--- config.mk ---
export PLATFORM = sky130hd
export DESIGN_NAME = cclg_ctrl
export DESIGN_NICKNAME = d
export VERILOG_FILES = /design/src/hw/rtl/cclg_pkg.sv /design/src/hw/rtl/cclg_ctrl.sv
export SDC_FILE = /design/constraint.sdc
export NUM_CORES = 1
export LEC_CHECK = 0
export BUFFER_PORTS_ARGS = -buffer_cell sky130_fd_sc_hd__buf_2
export CAP_MARGIN = 20
export CORE_MARGIN = 4
export CORE_UTILIZATION = 48
export DETAILED_ROUTE_END_ITERATION = 10
export GPL_ROUTABILITY_DRIVEN = 0
export PLACE_DENSITY = 0.87
export SLEW_MARGIN = 10
export SYNTH_ARGS = -nofsm -noshare
export SYNTH_HDL_FRONTEND = slang
export SYNTH_SLANG_ARGS = --single-unit
--- constraint.sdc ---
create_clock -name clk -period 1.75 [get_ports clk]
set_input_delay 0.0875 -clock clk [delete_from_list [all_inputs] [get_ports clk]]
set_output_delay 0.0875 -clock clk [all_outputs]
set_load 0.01 [all_outputs]
--- src/hw/rtl/cclg_pkg.sv ---
// Package of the chase list generator: types, codes and constants.
// Used by every module of the block; depends on nothing.
`default_nettype none
package cclg_pkg;

	localparam int MAX_NODES  = 1024;
	localparam int LABEL_BITS = 40;
	localparam int IDX_W      = $clog2(MAX_NODES);
	localparam int CNT_W      = IDX_W + 1;
	localparam int LBIT_W     = $clog2(LABEL_BITS);
	localparam int STRIDE_W   = 17;
	localparam int OFFS_W     = 56;
	localparam int RND_W      = 64;
	localparam int HALF_W     = LABEL_BITS / 2;
	localparam int PLO_W      = HALF_W + STRIDE_W;
	localparam int ACC_W      = PLO_W + HALF_W;

	typedef enum logic [1:0] {
		REQ_START = 2'd0,
		REQ_SHUF  = 2'd1,
		REQ_READ  = 2'd2,
		REQ_NONE  = 2'd3
	} req_type_t;

	typedef enum logic [1:0] {
		ST_OK     = 2'd0,
		ST_SEQ    = 2'd1,
		ST_POS    = 2'd2,
		ST_UNUSED = 2'd3
	} status_t;

	typedef enum logic [1:0] {
		CFG_NODE_COUNT  = 2'd0,
		CFG_NODE_STRIDE = 2'd1,
		CFG_KEEP_MASK   = 2'd2,
		CFG_KEEP_VALUE  = 2'd3
	} cfg_reg_t;

	typedef enum logic [1:0] {
		PH_IDLE = 2'd0,
		PH_SHUF = 2'd1,
		PH_DONE = 2'd2,
		PH_RSVD = 2'd3
	} phase_t;

	typedef enum logic [3:0] {
		S_IDLE, S_FILL, S_DIV, S_RD_I, S_RD_J, S_WR_I, S_WR_J,
		S_RD_P, S_RD_N, S_MAP0, S_MAP, S_MUL_LO, S_MUL_HI, S_RESP, S_RESP_LAB
	} state_t;

	typedef enum logic [2:0] {
		ADDR_CNT, ADDR_I, ADDR_J, ADDR_POS, ADDR_NXT
	} addr_sel_t;

	typedef enum logic [1:0] {
		WD_CNT, WD_RDATA, WD_HOLD
	} wdata_sel_t;

	typedef struct packed {
		logic [1:0]  req_type;
		logic [63:0] random_value;
		logic [9:0]  position;
	} in_item_t;

	typedef struct packed {
		logic [39:0] node_label;
		logic [39:0] successor_label;
		logic [55:0] successor_offset;
		logic        shuffle_done;
		logic [1:0]  status;
	} out_item_t;

	typedef struct packed {
		logic             load_in;
		addr_sel_t        addr_sel;
		logic             we;
		wdata_sel_t       wsel;
		logic [IDX_W-1:0] cnt;
		logic [CNT_W-1:0] step;
		logic             div_step;
		logic             cap_a;
		logic             cap_b;
		logic             map_step;
		logic             mul_lo;
		logic             mul_hi;
		logic             res_load;
		logic             res_lab;
		status_t          res_status;
		logic             res_done;
	} cmd_t;

	typedef struct packed {
		logic [CNT_W-1:0] eff_count;
		logic             pos_big;
	} dp_status_t;

endpackage
`default_nettype wire

--- src/hw/rtl/cclg_ctrl.sv ---
// Controller of the chase list generator: sequencing, build phase, step count.
// Depends on cclg_pkg.
`default_nettype none
module cclg_ctrl import cclg_pkg::*; (
	input  wire logic       clk,
	input  wire logic       arst_n,
	input  wire logic       start,
	input  wire logic [1:0] req_type,
	input  dp_status_t      dst,
	output cmd_t            cmd,
	output logic            busy,
	output logic            done
);

	state_t           state_q, state_d;
	logic [IDX_W-1:0] cnt_q, cnt_d;
	logic [CNT_W-1:0] step_q, step_d;
	phase_t           phase_q, phase_d;
	status_t          st_q, st_d;
	logic             done_q;
	logic             accept;

	assign busy   = (state_q != S_IDLE);
	assign done   = done_q;
	assign accept = start && !busy;

	always_ff @(posedge clk or negedge arst_n) begin
		if (!arst_n) begin
			state_q <= S_IDLE;
			cnt_q   <= '0;
			step_q  <= '0;
			phase_q <= PH_IDLE;
			st_q    <= ST_OK;
			done_q  <= 1'b0;
		end else begin
			state_q <= state_d;
			cnt_q   <= cnt_d;
			step_q  <= step_d;
			phase_q <= phase_d;
			st_q    <= st_d;
			done_q  <= cmd.res_load;
		end
	end

	always_comb begin
		state_d = state_q;
		cnt_d   = cnt_q;
		step_d  = step_q;
		phase_d = phase_q;
		st_d    = st_q;
		cmd            = '0;
		cmd.addr_sel   = ADDR_CNT;
		cmd.wsel       = WD_CNT;
		cmd.res_status = st_q;
		cmd.cnt        = cnt_q;
		cmd.step       = step_q;
		cmd.load_in    = accept;
		case (state_q)
			S_IDLE: begin
				cnt_d = '0;
				if (accept) begin
					st_d    = ST_OK;
					state_d = S_RESP;
					case (req_type_t'(req_type))
						REQ_START: begin
							step_d  = dst.eff_count - CNT_W'(1);
							phase_d = PH_SHUF;
							state_d = S_FILL;
						end
						REQ_SHUF: begin
							if (phase_q == PH_SHUF && step_q != '0) begin
								state_d = S_DIV;
							end else begin
								st_d = ST_SEQ;
							end
						end
						REQ_READ: begin
							if (phase_q != PH_DONE) begin
								st_d = ST_SEQ;
							end else if (dst.pos_big) begin
								st_d = ST_POS;
							end else begin
								state_d = S_RD_P;
							end
						end
						default: st_d = ST_SEQ;
					endcase
				end
			end
			S_FILL: begin
				cmd.we = 1'b1;
				cnt_d  = cnt_q + IDX_W'(1);
				if (cnt_q == IDX_W'(MAX_NODES - 1)) begin
					state_d = S_RESP;
				end
			end
			S_DIV: begin
				cmd.div_step = 1'b1;
				cnt_d        = cnt_q + IDX_W'(1);
				if (cnt_q == IDX_W'(RND_W - 1)) begin
					cnt_d   = '0;
					state_d = S_RD_I;
				end
			end
			S_RD_I: begin
				cmd.addr_sel = ADDR_I;
				state_d      = S_RD_J;
			end
			S_RD_J: begin
				cmd.addr_sel = ADDR_J;
				cmd.cap_a    = 1'b1;
				state_d      = S_WR_I;
			end
			S_WR_I: begin
				cmd.addr_sel = ADDR_I;
				cmd.we       = 1'b1;
				cmd.wsel     = WD_RDATA;
				state_d      = S_WR_J;
			end
			S_WR_J: begin
				cmd.addr_sel = ADDR_J;
				cmd.we       = 1'b1;
				cmd.wsel     = WD_HOLD;
				step_d       = step_q - CNT_W'(1);
				if (step_q == CNT_W'(1)) begin
					phase_d = PH_DONE;
				end
				state_d = S_RESP;
			end
			S_RD_P: begin
				cmd.addr_sel = ADDR_POS;
				state_d      = S_RD_N;
			end
			S_RD_N: begin
				cmd.addr_sel = ADDR_NXT;
				cmd.cap_a    = 1'b1;
				state_d      = S_MAP0;
			end
			S_MAP0: begin
				cmd.cap_b = 1'b1;
				cnt_d     = '0;
				state_d   = S_MAP;
			end
			S_MAP: begin
				cmd.map_step = 1'b1;
				cnt_d        = cnt_q + IDX_W'(1);
				if (cnt_q == IDX_W'(LABEL_BITS - 1)) begin
					state_d = S_MUL_LO;
				end
			end
			S_MUL_LO: begin
				cmd.mul_lo = 1'b1;
				state_d    = S_MUL_HI;
			end
			S_MUL_HI: begin
				cmd.mul_hi = 1'b1;
				state_d    = S_RESP_LAB;
			end
			S_RESP: begin
				cmd.res_load = 1'b1;
				cmd.res_done = (phase_q == PH_DONE);
				state_d      = S_IDLE;
			end
			S_RESP_LAB: begin
				cmd.res_load = 1'b1;
				cmd.res_lab  = 1'b1;
				cmd.res_done = (phase_q == PH_DONE);
				state_d      = S_IDLE;
			end
			default: state_d = S_IDLE;
		endcase
	end

endmodule
`default_nettype wire

== Yosys cells after proc, flatten, opt, wreduce, memory -nomap -nowiden ==
Index checks and enable logic that the tools add are counted.
Storage, ports and cells
  register bits after elaboration: 30
  output and inout bits: 41
Cells by class
  add/sub/neg operators: 3
  reductions and logical operators: 20
  muxes and demuxes: 34
  equality and inequality tests: 29
Operator list (count)
  case mux 4 bit (13 select lines): 1
  case mux 10 bit (3 select lines): 1
  equality test 4 bit, second input constant: 7
  two-way mux 4 bit: 7
  two-way mux 11 bit: 2
  case mux 11 bit (2 select lines): 1
  subtractor 11 x 1 -> 11 bit, second input constant: 2
  equality test 10 x 6 -> 1 bit, second input constant: 2
  equality test 4 x 3 -> 1 bit, second input constant: 4
  inequality test 2 bit, second input constant: 6
  case mux 3 bit (4 select lines): 1
  case mux 4 bit (3 select lines): 1
  OR reduction 2 bit: 6
  equality test 11 x 1 -> 1 bit, second input constant: 1
  two-way mux 1 bit: 11
  nonzero test 11 bit: 1
  adder 10 x 1 -> 10 bit, second input constant: 1
  equality test 10 bit, second input constant: 1
  two-way mux 10 bit: 1
  two-way mux 2 bit: 5
  equality test 4 x 2 -> 1 bit, second input constant: 2
  case mux 2 bit (2 select lines): 2
  AND reduction 4 bit: 2
  case mux 2 bit (3 select lines): 1
  14 further kinds: 17

== Logic depth before layout (Yosys ltp) ==
Gate-level depths: netlist of run 1.
  depth after elaboration: 6
  gate-level depth with buffers: 9
  gate-level depth less buffers: 7

== Worst setup path after synthesis of run 1 ==
Ideal clock, no wire load.
  kind: flip-flop to flip-flop
  start: register cnt_q[6]
  end: register cnt_q[0]
  data required time: 1.625 ns
  buffers on the path: 0
  path slack: -0.179 ns
  stages on the path, launching flop included: 6
  period minus slack after synthesis: 1.929 ns
  arrival: 1.805 ns
  cells stage by stage: dfrtp_1 > or4_4 > o41ai_2 > o211a_1 > nor2_1 > mux2_2
Between the ends
  cells in the longest elaborated chain, start to end: 3
RTL lines
  from (decl): line cclg_ctrl.sv:16  | logic [IDX_W-1:0] cnt_q, cnt_d;
  from (signal assigned): line cclg_ctrl.sv:37  | cnt_q <= cnt_d;
  equality test 10 x 6 -> 1 bit: line cclg_ctrl.sv:100  | if (cnt_q == IDX_W'(RND_W - 1)) begin
  two-way mux 10 bit: line cclg_ctrl.sv:100
  case mux 10 bit (3 select lines): line cclg_ctrl.sv:58  | case (state_q)
Every way passes these cells.
A chain may end at the register's enable or synchronous reset.

== Worst setup path in the final report of run 1 ==
  start: register step_q[1]
  end: register step_q[6]
Between the ends
  cells in the longest elaborated chain, start to end: 2
RTL lines
  from (decl): line cclg_ctrl.sv:17  | logic [CNT_W-1:0] step_q, step_d;
  from (signal assigned): line cclg_ctrl.sv:38  | step_q <= step_d;
  subtractor 11 x 1 -> 11 bit: line cclg_ctrl.sv:124  | step_d = step_q - CNT_W'(1);
  case mux 11 bit (2 select lines): line cclg_ctrl.sv:58
Every way passes these cells.

==> impl_summary.md, run 1 <==
Outcome
The run finished, with violations left. The checks that failed: negative setup slack.

Critical path
The reg-to-reg startpoint is step_q[1]. The worst setup path is captured at a flop. The path depth of the worst reg2reg path is 7. The critical path launch point type is a flop. The critical path required time is 1950 ps. The signal arrival time at the worst endpoint is 2030 ps.

The slack of the worst reg-to-reg path is -80 ps. In this run the worst path has a maximum fanout of 4. The setup path with the least slack is of type flop to flop.

The terminus of the critical flop-to-flop path is step_q[6].

STA
Setup violations remaining at the end of the flow were counted as 7. On the final layout, the worst clock skew is 5.91 ps. The total count of hold-check failures in the final report came to 0. Derived from the worst setup path, the maximum achievable clock frequency is 546 MHz. The worst hold-check slack is 114 ps. The worst-margin pin slew is ~700 ps. The worst slew slack as a fraction of its limit is 53.5%. The number of max-slew violations in the final report is 0. After layout, the minimum clock period comes to ~1800 ps. Setup repair after global routing could not meet its margin everywhere. The minimum setup slack in the final design is -80.0 ps. The share of the clock period used by the worst path after layout is 105%.

Synthesis
Counting every net in the synthesized netlist gives roughly 300. The arithmetic-cell share of the synthesized area counting full adders, half adders and majority gates is 2.26%. Of the synthesized area, sequential elements account for 33.9%. The count of state elements after synthesis is 30. For this run, the leading register cell type out of synthesis is dfrtp_1. The area fraction in and, or, nand and nor cells after synthesis is around a third. Of all cell types, the one taking the most synthesized area is dfrtp_1.

The netlist uses approximately 50 different library cells. The post-synthesis cell count is about 290. The fraction of registers with async set/reset is 100%. The average instance area after synthesis is 7.73 um^2. The multiplexer share of the synthesized area is 0.508%. The post-synthesis compound-gate area fraction is 19.4%. The count of flip-flops with a built-in enable after synthesis is 0. By area, the combinational part of the netlist is dominated by simple AND/OR/NAND/NOR gates. The share of the synthesized netlist area taken by xor and xnor gates is 6.32%.

Yosys printed 0 warnings. The cell area that synthesis handed to floorplanning was between 2000 and 2500 um^2. By area the synthesized netlist is led by dfrtp_1 34%, nor2_1 6.9%, a21oi_1 5.0%. Of the post-synthesis cell area, the dominant cell type holds 33.9%.

Placement
The total placed cells including tap cells is between 400 and 500. Buffers placed on the I/O ports in this run total 57. Summing all placed instances gives a cell area of 2900 um^2. The detailed placement HPWL is 4930 um.

Clocking
Clock tree synthesis selected as its root buffer the cell clkbuf_8. Clock-pin slew was measured on the worst setup and hold paths at 70 ps. The TritonCTS clock tree is done. The number of clock sinks is 30. The largest buffer count on any clock path is 2. In this run the number of H-tree levels came out at 2. Clock tree synthesis inserted a total of 5 buffers.

For the worst-skew pair, the clock arrives at the later sink with an insertion delay of 290 ps.

Run
The max-cap check violation count is 0.

GRT
The first global-routing pass estimated 10,900 um of wire. The total overflow left after global routing is 0. Global routing consumed, over all layers together, approximately 22% of the routing resources.

The via count of the first global-routing pass is 2,363. The initial antenna violation count is 0. The largest net degree at the start of global routing is 31.

Die
In this run the vertical extent of the chip is roughly 76 um. The starting density of the core is between 50% and 60%. The area of the placeable core is 4410 um^2.

The die covers 5770 um^2. The die is 76.0 um wide. The number of top-level pins is 58. The row count is 24.

Layout
Relative to the synthesized area, the layout overhead comes to 45.9%. The area of the multi-input gates is 1480 um^2. The flip-flop and latch area is 757 um^2. In the layout the commonest cells are 58 x buf_2, 56 x buf_4, 40 x nor2_1.

The number of inserted diodes is 0. With fillers left out, the area of the finished cells amounts to around 3200 um^2. For this run, the number of standard cells in the final layout without fillers is 453. The most frequent standard cell in the layout excluding fill and tap cells is buf_2.

The final core area utilization is 73.3%. The layout has 310 filler cells. The net count of the finished layout is 421. The share of post-route cells with drive strength above 1 is 40.9%.

Routing
The count of nets left with antenna violations after detail routing is 0. For this run, design rule violations remaining after detail routing come to 0. In the routed layout, each cell is associated on average with a via count of 5.97. After detailed routing, the average wire length per cell comes to around 17 um. The detailed router finished its first iteration with 303 violations. The overall via count from detail_route is around 2,700. The first TritonRoute pass finished after 5 iterations. Wires add up to 7600 um.

Pwr
The power density over the cells is between 1500 and 2000 nW/um^2. For this design the static power due to leakage is around 1.5 nW. VDD sags by at most 724 uV. The post-layout total power is 5.14 mW.

Min path
Along the worst hold path, the cell count comes to 3. The critical hold path startpoint is dst[0]. The capture endpoint of the worst hold path is st_q[1]. The path type of the worst min-delay path is primary input to flop.
==> layout make-up <==
cell class / count / area share, %
multi-input combinational: 228 / 45.7
timing repair buffer: 120 / 24.3
sequential: 30 / 23.4
clock buffer: 7 / 2.67
tap: 52 / 2.01
inverter: 15 / 1.74
clock inverter: 1 / 0.155
==> how the worst max path moves through the flow <==
stage               startpoint    endpoint
floorplan             cnt_q[9]    cnt_q[0]
global placement      cnt_q[9]    cnt_q[0]
detailed placement    cnt_q[9]    cnt_q[0]
CTS                   cnt_q[9]    cnt_q[0]
global route          cnt_q[9]  state_q[2]
finish               step_q[1]   step_q[6]
==> metrics by stage <==
stage          setup TNS [ps]  setup slack (ps)
2_1_floorplan           -41.7             -31.8
3_3_place_gp                0              8.99
3_5_place_dp             -106             -70.4
4_1_cts                 -62.1             -62.1
5_1_grt                 -1400              -198
6_report                 -284             -80.0
==> cell usage after synthesis (2+ instances only) <==
cell type / number
nor3b_1: 5
nand3_1: 17
o211ai_1: 3
o21a_1: 2
or3b_2: 2
or2_2: 4
dfrtp_1: 30
and3_1: 3
a311oi_1: 2
nor4_1: 5
inv_1: 15
buf_1: 2
buf_4: 2
nand3b_1: 3
nor3_1: 15
a21oi_1: 22
o22ai_1: 3
nand2b_1: 8
a31oi_1: 2
a21boi_0: 2
nor2b_1: 2
xor2_1: 6
a211o_1: 2
or4_1: 2
o21ai_0: 14
a32oi_1: 2
ha_1: 4
buf_2: 7
nand2_1: 28
or3_1: 2
clkbuf_1: 2
xnor2_1: 10
nor2_1: 41
==> report_power, final <==
| group | internal (mW) | switching [mW] | total [mW] |
|---|---|---|---|
| combinational | 1.58 | 1.76 | 3.34 |
| sequential | 0.928 | 0.272 | 1.20 |
| clock | 0.317 | 0.284 | 0.601 |
| total | 2.83 | 2.31 | 5.14 |
==> flip-flops by register name (all words and copies together), names as in the netlist <==
signal	flops
done	1
st_q	2
step_q	11
cnt_q	10
state_q	4
phase_q	2
==> metal layers <==
layer	global-route usage [%]	wire length [um]
met5	0	0
met4	6.94	115
met3	5.09	601
met2	37.7	3800
met1	27.6	3080
==> critical path, stage by stage (launching register included) <==
cell and delay [ps]:
dfrtp_1 390, inv_2 100, ha_4 140, or3b_4 400, nor3_4 270, nand2b_1 170, a21oi_1 90, a21oi_1 180
==> logic make-up after synthesis <==
| group | after synthesis |
|---|---|
| AOI/OAI and AO/OA | 66 |
| xor gates and xnor gates | 16 |
| adders and majority gates | 4 |
| buffers and inverters | 29 |
| DFF | 30 |
| muxes | 1 |
| and+or+nand+nor | 141 |
==> what timing repair did <==
| action | 4_1_cts | 5_1_grt |
|---|---|---|
| hold buffers | 1 | 0 |
| pin swaps | 0 | 9 |
| endpoints found under the hold margin | 30 | 0 |
| buffers inserted | 5 | 9 |
| resized for setup | 5 | 27 |
| endpoints found under the setup margin | 6 | 20 |
| gates cloned | 0 | 1 |
Power figures use the tool's default switching activity.
==> inputs of run 2 (changes only) <==
Settings changed: BUFFER_PORTS_ARGS -buffer_cell sky130_fd_sc_hd__buf_2 to -buffer_cell sky130_fd_sc_hd__buf_4, PLACE_DENSITY 0.87 to 0.88.
==> run 2 against run 1 <==
- the flow still finishes with violations (negative setup slack)
- die area unchanged
- power up 5.4%
- clock skew increased by 5.3 ps
- critical path type unchanged
==> impl_summary.md, run 2 (synthesized netlist as in run 1, its figures left out) <==
Routing
The overall via count from detail_route is 2,752. The average vias per placed instance is 6.14. For this block, the routed nets add up to slightly above 8000 um of wire.

The count of nets left with antenna violations after detail routing is 0. The wire length per cell is 18.4 um. In the routed design, unresolved DRC markers number 0. For this block, the initial DRC count from the detailed router was about 270. The pre-antenna-repair detailed-routing pass consisted of 6 iterations.

Critical path
For this design, the slowest cell found on the critical path is or4_4. The cell class contributing the biggest share of worst-path delay is simple AND/OR/NAND/NOR gates. The critical path contains buffers and inverters numbering 0 combined.

The critical path is of the flop to flop type. In this run the number of cells on the critical path is 5. In this run the worst path has a maximum fanout of 3.

For the worst flop-to-flop path, the logic depth is 5. The worst setup path is launched from a flop. In this design, the stage delay of the slowest critical-path cell is 560 ps.

The critical path required time is about 1900 ps. The signal arrival time at the worst endpoint is 2070 ps. Traced cell by cell, the critical path runs through or4_4 > o41ai_2 > o211a_1 > nor2_1 > mux2_2. The worst setup path is captured at a flop.

Die
The number of top-level pins is 58. The die height is 76.0 um. Once the floorplan was initialized, standard cells occupied 50.2% of the core. The area of the placeable core is 4410 um^2. The row count is 24. The floorplan step defined a die boundary enclosing 5770 um^2. The floorplan step set the die width to ~76 um.

Clocking
Clock tree synthesis inserted a total of 5 buffers. The clock network latency to the later pin of the worst-skew pair is about 300 ps. The root buffer cell is clkbuf_8. The TritonCTS clock tree is done. The largest buffer count on any clock path is 2. The number of clock sinks is 30. The CTS clock-pin slew for the worst setup and hold paths is about 70 ps. The H-tree was split into 2 levels.

Layout
The top cell types in the final layout, fill and taps aside, are 108 x buf_4, 39 x nor2_1, 27 x nand2_1. The final-stage net count is 416. Of the cells placed in the final design, the portion with a size suffix greater than 1 is 42.4%.

The largest registers in the layout are step_q (11), cnt_q (10), state_q (4). Fill cells in the final layout number around 290. The register with the most flip-flops in the final layout is step_q. Summing all multi-input logic gate instances after layout gives 1520 um^2. The flip-flop and latch area is 757 um^2.

The number of inserted diodes is 0. The cell area after layout is approximately 3400 um^2. The most frequent standard cell in the layout excluding fill and tap cells is buf_4. The layout overhead on the synthesized area is 52.3%. The flip-flop count of the largest register after layout is 11.

GRT
The via count of the first global-routing pass is 2,486. The first-pass GRT wire length is 11,200 um. Summed over all layers, the global routing overflow is 0.

The initial antenna violation count is 0. Entering global routing, the biggest net connects 31 pins. For this run, the total global-route usage over all layers was measured as between 20% and 30%.

STA
The maximum clock frequency is 528 MHz. The final worst clock skew is around 11 ps. Setup repair after global routing could not meet its margin everywhere. The worst slew slack as a fraction of its limit is 72.5%. The share of the clock period used by the worst path after layout is 108%. The worst hold-check slack is 81.1 ps. The minimum setup slack in the final design is -145 ps.

At the pin with the least slew margin, the transition time is between 400 and 500 ps. The shortest clock period the worst path allows after layout is 1890 ps. Setup violations remaining at the end of the flow were counted as 5. The total count of hold-check failures in the final report is 0.

The number of max-slew violations in the final report was 0.

Pwr
For this design the total switching power over the nets is 2.42 mW. The fraction of power spent switching nets is 44.7%. The clock network power share is between 10% and 20%. The fraction of power consumed by combinational cells is 65.6%. The sequential fraction of design power is 23.0%. The power density over the cells is around 1600 nW/um^2.

The post-layout total power is ~5.4 mW. Cell internal power was estimated by the tool at between 2 and 3 mW. IR analysis of the VDD net gives a maximum drop of 872 uV. The total leakage power is 1.53 nW.

Outcome
The flow ran to the end, but the final reports show violations. The checks that failed: negative setup slack.

Run
The max-cap check violation count is 0.

Placement
The placed instance area is 3020 um^2. After legalization and detailed placement, the total HPWL measured a little under 5000 um. Input and output buffers added on the ports amount to between 50 and 60.

Min path
The hold-critical path depth is 3. The path type of the worst min-delay path is primary input to flop.
-- run 2: cell count changes in the layout (fill, tap and decap cells not counted), sizes merged --
cell | previous run | this run
buf | 119 | 113
clkdlybuf4s15 | 0 | 1
-- run 2: metal layers --
layer	GRT usage (%)	vias to the layer above	wire (um)
met5	0	-	0
met4	10.1	0	263
met3	5.69	33	684
met2	37.8	183	4100
met1	29.0	1302	3180
li1	-	1234	-
-- run 2: power by group through the flow --
stage,Sequential [mW],Clock [mW],Combinational (mW)
after floorplan,1.24,0,1.56
after global placement,1.19,0,2.88
after detailed placement,1.20,0,2.96
after CTS,1.17,0.598,3.08
after global routing,1.27,0.647,3.80
final,1.25,0.614,3.55
-- run 2: worst paths after layout --
path                       startpoint        end  slack [ps]
max                          cnt_q[9]   cnt_q[0]        -140
min                            dst[0]    st_q[1]          80
max reg2reg                  cnt_q[9]   cnt_q[0]        -140
min reg2reg                   st_q[0]    st_q[0]         490
max in group asynchronous      arst_n  step_q[0]        1170
min in group asynchronous      arst_n   cnt_q[7]         260
-- run 2: final cells by class --
cell class                 count  area share, %
clock buffer                   7           2.56
multi-input combinational    228           44.9
sequential                    30           22.4
tap                           52           1.93
inverter                      15           1.67
timing repair buffer         115           26.4
clock inverter                 1          0.148
-- run 2: worst register-to-register path: stages (launching register included) --
cell	delay (ps)
dfrtp_1	380
or4_4	560
o41ai_2	250
o211a_1	280
nor2_1	50
mux2_2	250
-- run 2: timing repair --
item | CTS | global route
endpoints found under the setup margin | 6 | 21
buffers inserted | 4 | 8
hold buffers | 1 | 0
gates cloned | 0 | 1
pin swaps | 0 | 6
gates resized for setup | 6 | 34
endpoints found under the hold margin | 30 | 0
-- run 2: metrics by stage --
| step | TNS, ps | utilization, % | setup slack (ps) | instances |
|---|---|---|---|---|
| finish | -382 | 76.5 | -145 | 448 |
| global placement | 0 | 68.5 | 11.3 | 426 |
| floorplan | -41.7 | - | -31.8 | 287 |
| detailed placement | -28.1 | 68.5 | -28.1 | 426 |
| global route | -1290 | 76.5 | -194 | 448 |
| CTS | -42.0 | 71.8 | -42.0 | 439 |
==> inputs of run 3 (changes only) <==
--- a/config.mk
+++ b/config.mk
@@ -13,4 +13,5 @@
 export GPL_ROUTABILITY_DRIVEN = 0
 export PLACE_DENSITY = 0.88
+export SETUP_SLACK_MARGIN = 0.3
 export SLEW_MARGIN = 10
 export SYNTH_ARGS = -nofsm -noshare
==> constraint.sdc (replaced) <==
create_clock -name clk -period 1.75 [get_ports clk]
set_input_delay 0.175 -clock clk [delete_from_list [all_inputs] [get_ports clk]]
set_output_delay 0.175 -clock clk [all_outputs]
set_load 0.01 [all_outputs]
==> run 3 against run 2 <==
- the run now fails in 5_1_grt
- synthesized cell count stayed put
- area after synthesis did not move
==> impl_summary.md, run 3 <==
Synthesis
The cell type with the largest total area after synthesis is dfrtp_1. In the synthesized netlist the async set-or-reset flop fraction comes to 100%. Among all flip-flop cells after synthesis, the most frequent one is dfrtp_1.

Yosys attributes the largest share of cell area to dfrtp_1 34%, nor2_1 6.9%, a21oi_1 5.0%. The count of flip-flops with a built-in enable after synthesis is 0. After synthesis, the mean cell area works out to 7.73 um^2. The yosys synthesis warning count is 0. In the synthesized netlist, the number of instances is roughly 290. The share of the yosys chip area belonging to registers is 33.9%. The cell area that synthesis handed to floorplanning was between 2000 and 2500 um^2. After synthesis, the netlist uses 51 different library cells. The portion of synthesized cell area occupied by the leading cell type is between 30 and 40%. Ranked by instance count, the synthesized netlist is headed by 41 x nor2_1, 30 x dfrtp_1, 28 x nand2_1. The most common cell in the synthesized netlist is nor2_1. The count of state elements after synthesis is 30.

The number of nets produced by synthesis is approximately 310.

STA
The worst endpoint type is a sequential cell input. The global-route repair_timing pass left the worst setup endpoint at cnt_q[0]$_DFFE_PN0P_/D.

Outcome
The flow stopped in 5_1_grt. The flow did not finish. The first error in the log reads "[ERROR GRT-0232] Routing congestion too high. Check the congestion heatmap in the GUI".

Placement
After detailed placement, the total cell area comes to 3090 um^2. The detailed placement HPWL is 5210 um. The worst slack at placement is -84.1 ps. The port buffer count is 57.

Die
Once the floorplan was initialized, standard cells occupied 50.2% of the core. The die is about 76 um tall. The row count is 24. 58 I/O pins were placed. The chip width is between 70 and 80 um.

GRT
The largest net degree at the start of global routing is 31. The total global-route track usage is 74.3%. The total grt overflow is 175.

Clocking
The largest buffer count on any clock path is 2. The number of clock sinks is 30. CTS placed an instance of clkbuf_8 at the clock tree root. The deepest level of the CTS H-tree is 2. Counting the buffers created by CTS gives 5.
[run 3: routing by layer]
metal / GRT usage [%] / GRT overflow
met5: 6.36 / 0
met4: 89.5 / 78
met3: 49.3 / 0
met2: 95.7 / 96
met1: 70.7 / 1
[run 3: logic make-up after synthesis]
kind of cell / share of synthesized area, %
xor+xnor: 6.32
fa+ha+maj: 2.26
flops: 33.9
mux: 0.508
simple gates: 31.7
compound gates: 19.4
buf+inv: 5.98
[run 3: what timing repair did]
item	in CTS
endpoints found under the setup margin	46
endpoints found under the hold margin	30
hold buffers	1
resized for setup	100
setup buffers	33
pin swaps	31
gates cloned	2
[run 3: stage by stage]
step                      hold WS (ps)  util, %  TNS (ps)  cells
after floorplan                   -121        -     -51.1    287
after global placement             128     70.0         0    422
after detailed placement           130     70.0      -131    422
after CTS                          175     88.0      -101    466
==> inputs of run 4 (changes only) <==
Settings changed: CORE_UTILIZATION 48 to 40, PLACE_DENSITY 0.88 to not set, PLACE_DENSITY_LB_ADDON set to 0.15, SETUP_SLACK_MARGIN 0.3 to not set.
Clock period 1.75 ns to 2.3 ns, I/O delays scaled along.
==> run 4 against run 3 <==
- the run now ends clean
==> impl_summary.md, run 4 (synthesized netlist as in run 1, its figures left out) <==
Outcome
The run finished with clean final reports.

Layout
In the final layout, the registers with the most flip-flops are step_q (11), cnt_q (10), state_q (4). The final-stage net count is approximately 380. In the final layout, the share of cells above drive strength 1 is between 20% and 30%. The flip-flop count of the largest register after layout is 11.

Leaving out fill and tap cells, the most frequent cells in the layout are 73 x buf_4, 41 x nor2_1, 30 x dfrtp_1. The library cell used most frequently in the layout, excluding fill and tap cells, is buf_4. step_q holds more flip-flops than any other register. Relative to the synthesized area, the layout overhead comes to 30.0%. The number of inserted diodes is 0.

STA
The tightest hold path in the finished design has a slack of 240 ps. Of the available clock period, the critical path in the final layout requires 95.0%. Setup repair after global routing left no endpoint under its margin. Subtracting the final worst setup slack from the clock period gives 2190 ps.

For this run, the top clock speed supported by timing is 458 MHz. The number of max-slew violations in the final report was 0. The final worst clock skew is 5.81 ps.

The worst-margin pin slew is 463 ps. The worst slew slack as a fraction of its limit is approximately 70%. The total count of hold-check failures in the final report is 0. After routing, the total negative slack on setup checks comes to 0 ps. The total setup violations reported at the end of the flow is 0.

GRT
The first-pass GRT wire length is between 10,000 and 15,000 um. The initial antenna violation count came to 0. For this run, the total global-route usage over all layers was measured as 18.9%. The largest net degree at the start of global routing is 31.

Global routing finished with a remaining overflow of 0. The via count of the first global-routing pass was 2,106.

Pwr
The power density over the cells is 1120 nW/um^2. IR analysis of the VDD net gives a maximum drop of 486 uV. For this design the static power due to leakage is ~1.3 nW.

Routing
The average vias per placed instance is between 5 and 6. The final layout contains routed wiring with a total length of 5910 um. The count of nets left with antenna violations after detail routing is 0. The overall via count from detail_route is 2,253. The wire length per cell is 13.9 um. The number of DRC violations after detailed routing is 0.

For this run, the detailed router's first-pass iteration total came to 4. The violation count after the first detailed-route iteration is 180.

Critical path
The number of buffers and inverters on the critical path is 3. The signal arrival time at the worst endpoint is between 1500 and 2000 ps. STA classifies the critical path endpoint as an output pin. On the worst path, the slowest cell contributes a delay of approximately 540 ps. The cell class contributing the biggest share of worst-path delay is simple AND/OR/NAND/NOR gates. The cell with the largest stage delay on the worst path is dfrtp_1. Walking the worst path, the cells encountered are nand2b_1 > or2_2 > inv_1 > buf_4 > buf_4.

Along the worst path, the maximum fanout reaches 21. The critical path required time is 2070 ps. By instance count, the cell type seen most on the critical path is buf_4.

The kind of critical path is flop to output pin. The critical path launch point type is a flop.

Die
The die height is approximately 80 um. The number of top-level pins is a little under 60. The starting density of the core is between 40% and 50%. The total area inside the core boundary comes to 5240 um^2.

The area enclosed by the die boundary is 6800 um^2. The row count is 26. The chip width is between 80 and 90 um.

Clocking
The clock passes through at most 2 buffers. TritonCTS built the clock tree. The number of clock sinks is 30.

The deepest level of the CTS H-tree is 2. In this run the clock root is driven by a clkbuf_8. The CTS buffer count is 5.

At the later pin of the worst-skew pair, clock insertion delay measures roughly 280 ps. Clock-pin slew was measured on the worst setup and hold paths at approximately 70 ps.

Run
The max-cap check violation count is 0.

Min path
The path type of the worst min-delay path is primary input to flop.

Placement
The port buffer count is 57. Detailed placement finished with a half-perimeter wire length of 4480 um.
==> run 4: final timing paths <==
path                       slack, ps        from         end  cells after the start
max in group asynchronous       1590      arst_n   step_q[7]                      2
setup / recovery                 110  state_q[0]     cmd[33]                      5
setup reg to reg                 220  state_q[0]  state_q[3]                      7
hold / removal                   240      dst[0]     st_q[1]                      3
hold reg to reg                  480     st_q[1]     st_q[1]                      2
min in group asynchronous        420      arst_n  state_q[3]                      2
==> run 4: final cells by class <==
type                            count  area [um^2]
Sequential cell                    30          751
Clock inverter                      1         5.00
Multi-Input combinational cell    228         1340
Tap cell                           70         87.6
Inverter                           15         56.3
Clock buffer                        7         86.3
Timing Repair Buffer               74          558
Fill cell                         515         2350
==> run 4: what timing repair did <==
item	4_1_cts	5_1_grt
resized for setup	0	1
setup buffers	0	0
hold endpoints to repair	30	0
hold buffers	1	0
endpoints found under the setup margin	0	1
==> run 4: power breakdown <==
part           internal [mW]  switching [mW]
combinational          0.871           0.962
clock                  0.241           0.196
sequential             0.699           0.274
==> run 4: metrics by stage <==
| stage | area (um^2) | setup slack, ps | std cells | total power, mW | util [%] |
|---|---|---|---|---|---|
| 5_1_grt | 2880 | 14.5 | 425 | 3.55 | 55.0 |
| 3_3_place_gp | 2780 | 265 | 416 | 2.80 | 53.0 |
| 4_1_cts | 2880 | 137 | 425 | 3.27 | 54.9 |
| 2_1_floorplan | 2220 | 371 | 287 | 2.06 | - |
| 3_5_place_dp | 2780 | 244 | 416 | 2.81 | 53.0 |
| 6_report | 2880 | 114 | 425 | 3.24 | 55.0 |
==> run 4: worst register-to-register path, cell delays in order (launching register included) <==
cell      delay, ps
dfrtp_1         540
or2_2           410
nor3_4          240
inv_1           110
o22ai_1         210
o21bai_1        160
nor2_1           70
a22o_1          210
==> run 4: per-layer routing <==
layer	up-vias	GRT usage, %	part of all wire [%]
met2	57	28.3	46
li1	1148	-	-
met5	-	0	0
met4	0	6.31	1.4
met3	9	3.69	6.0
met1	1039	27.1	47
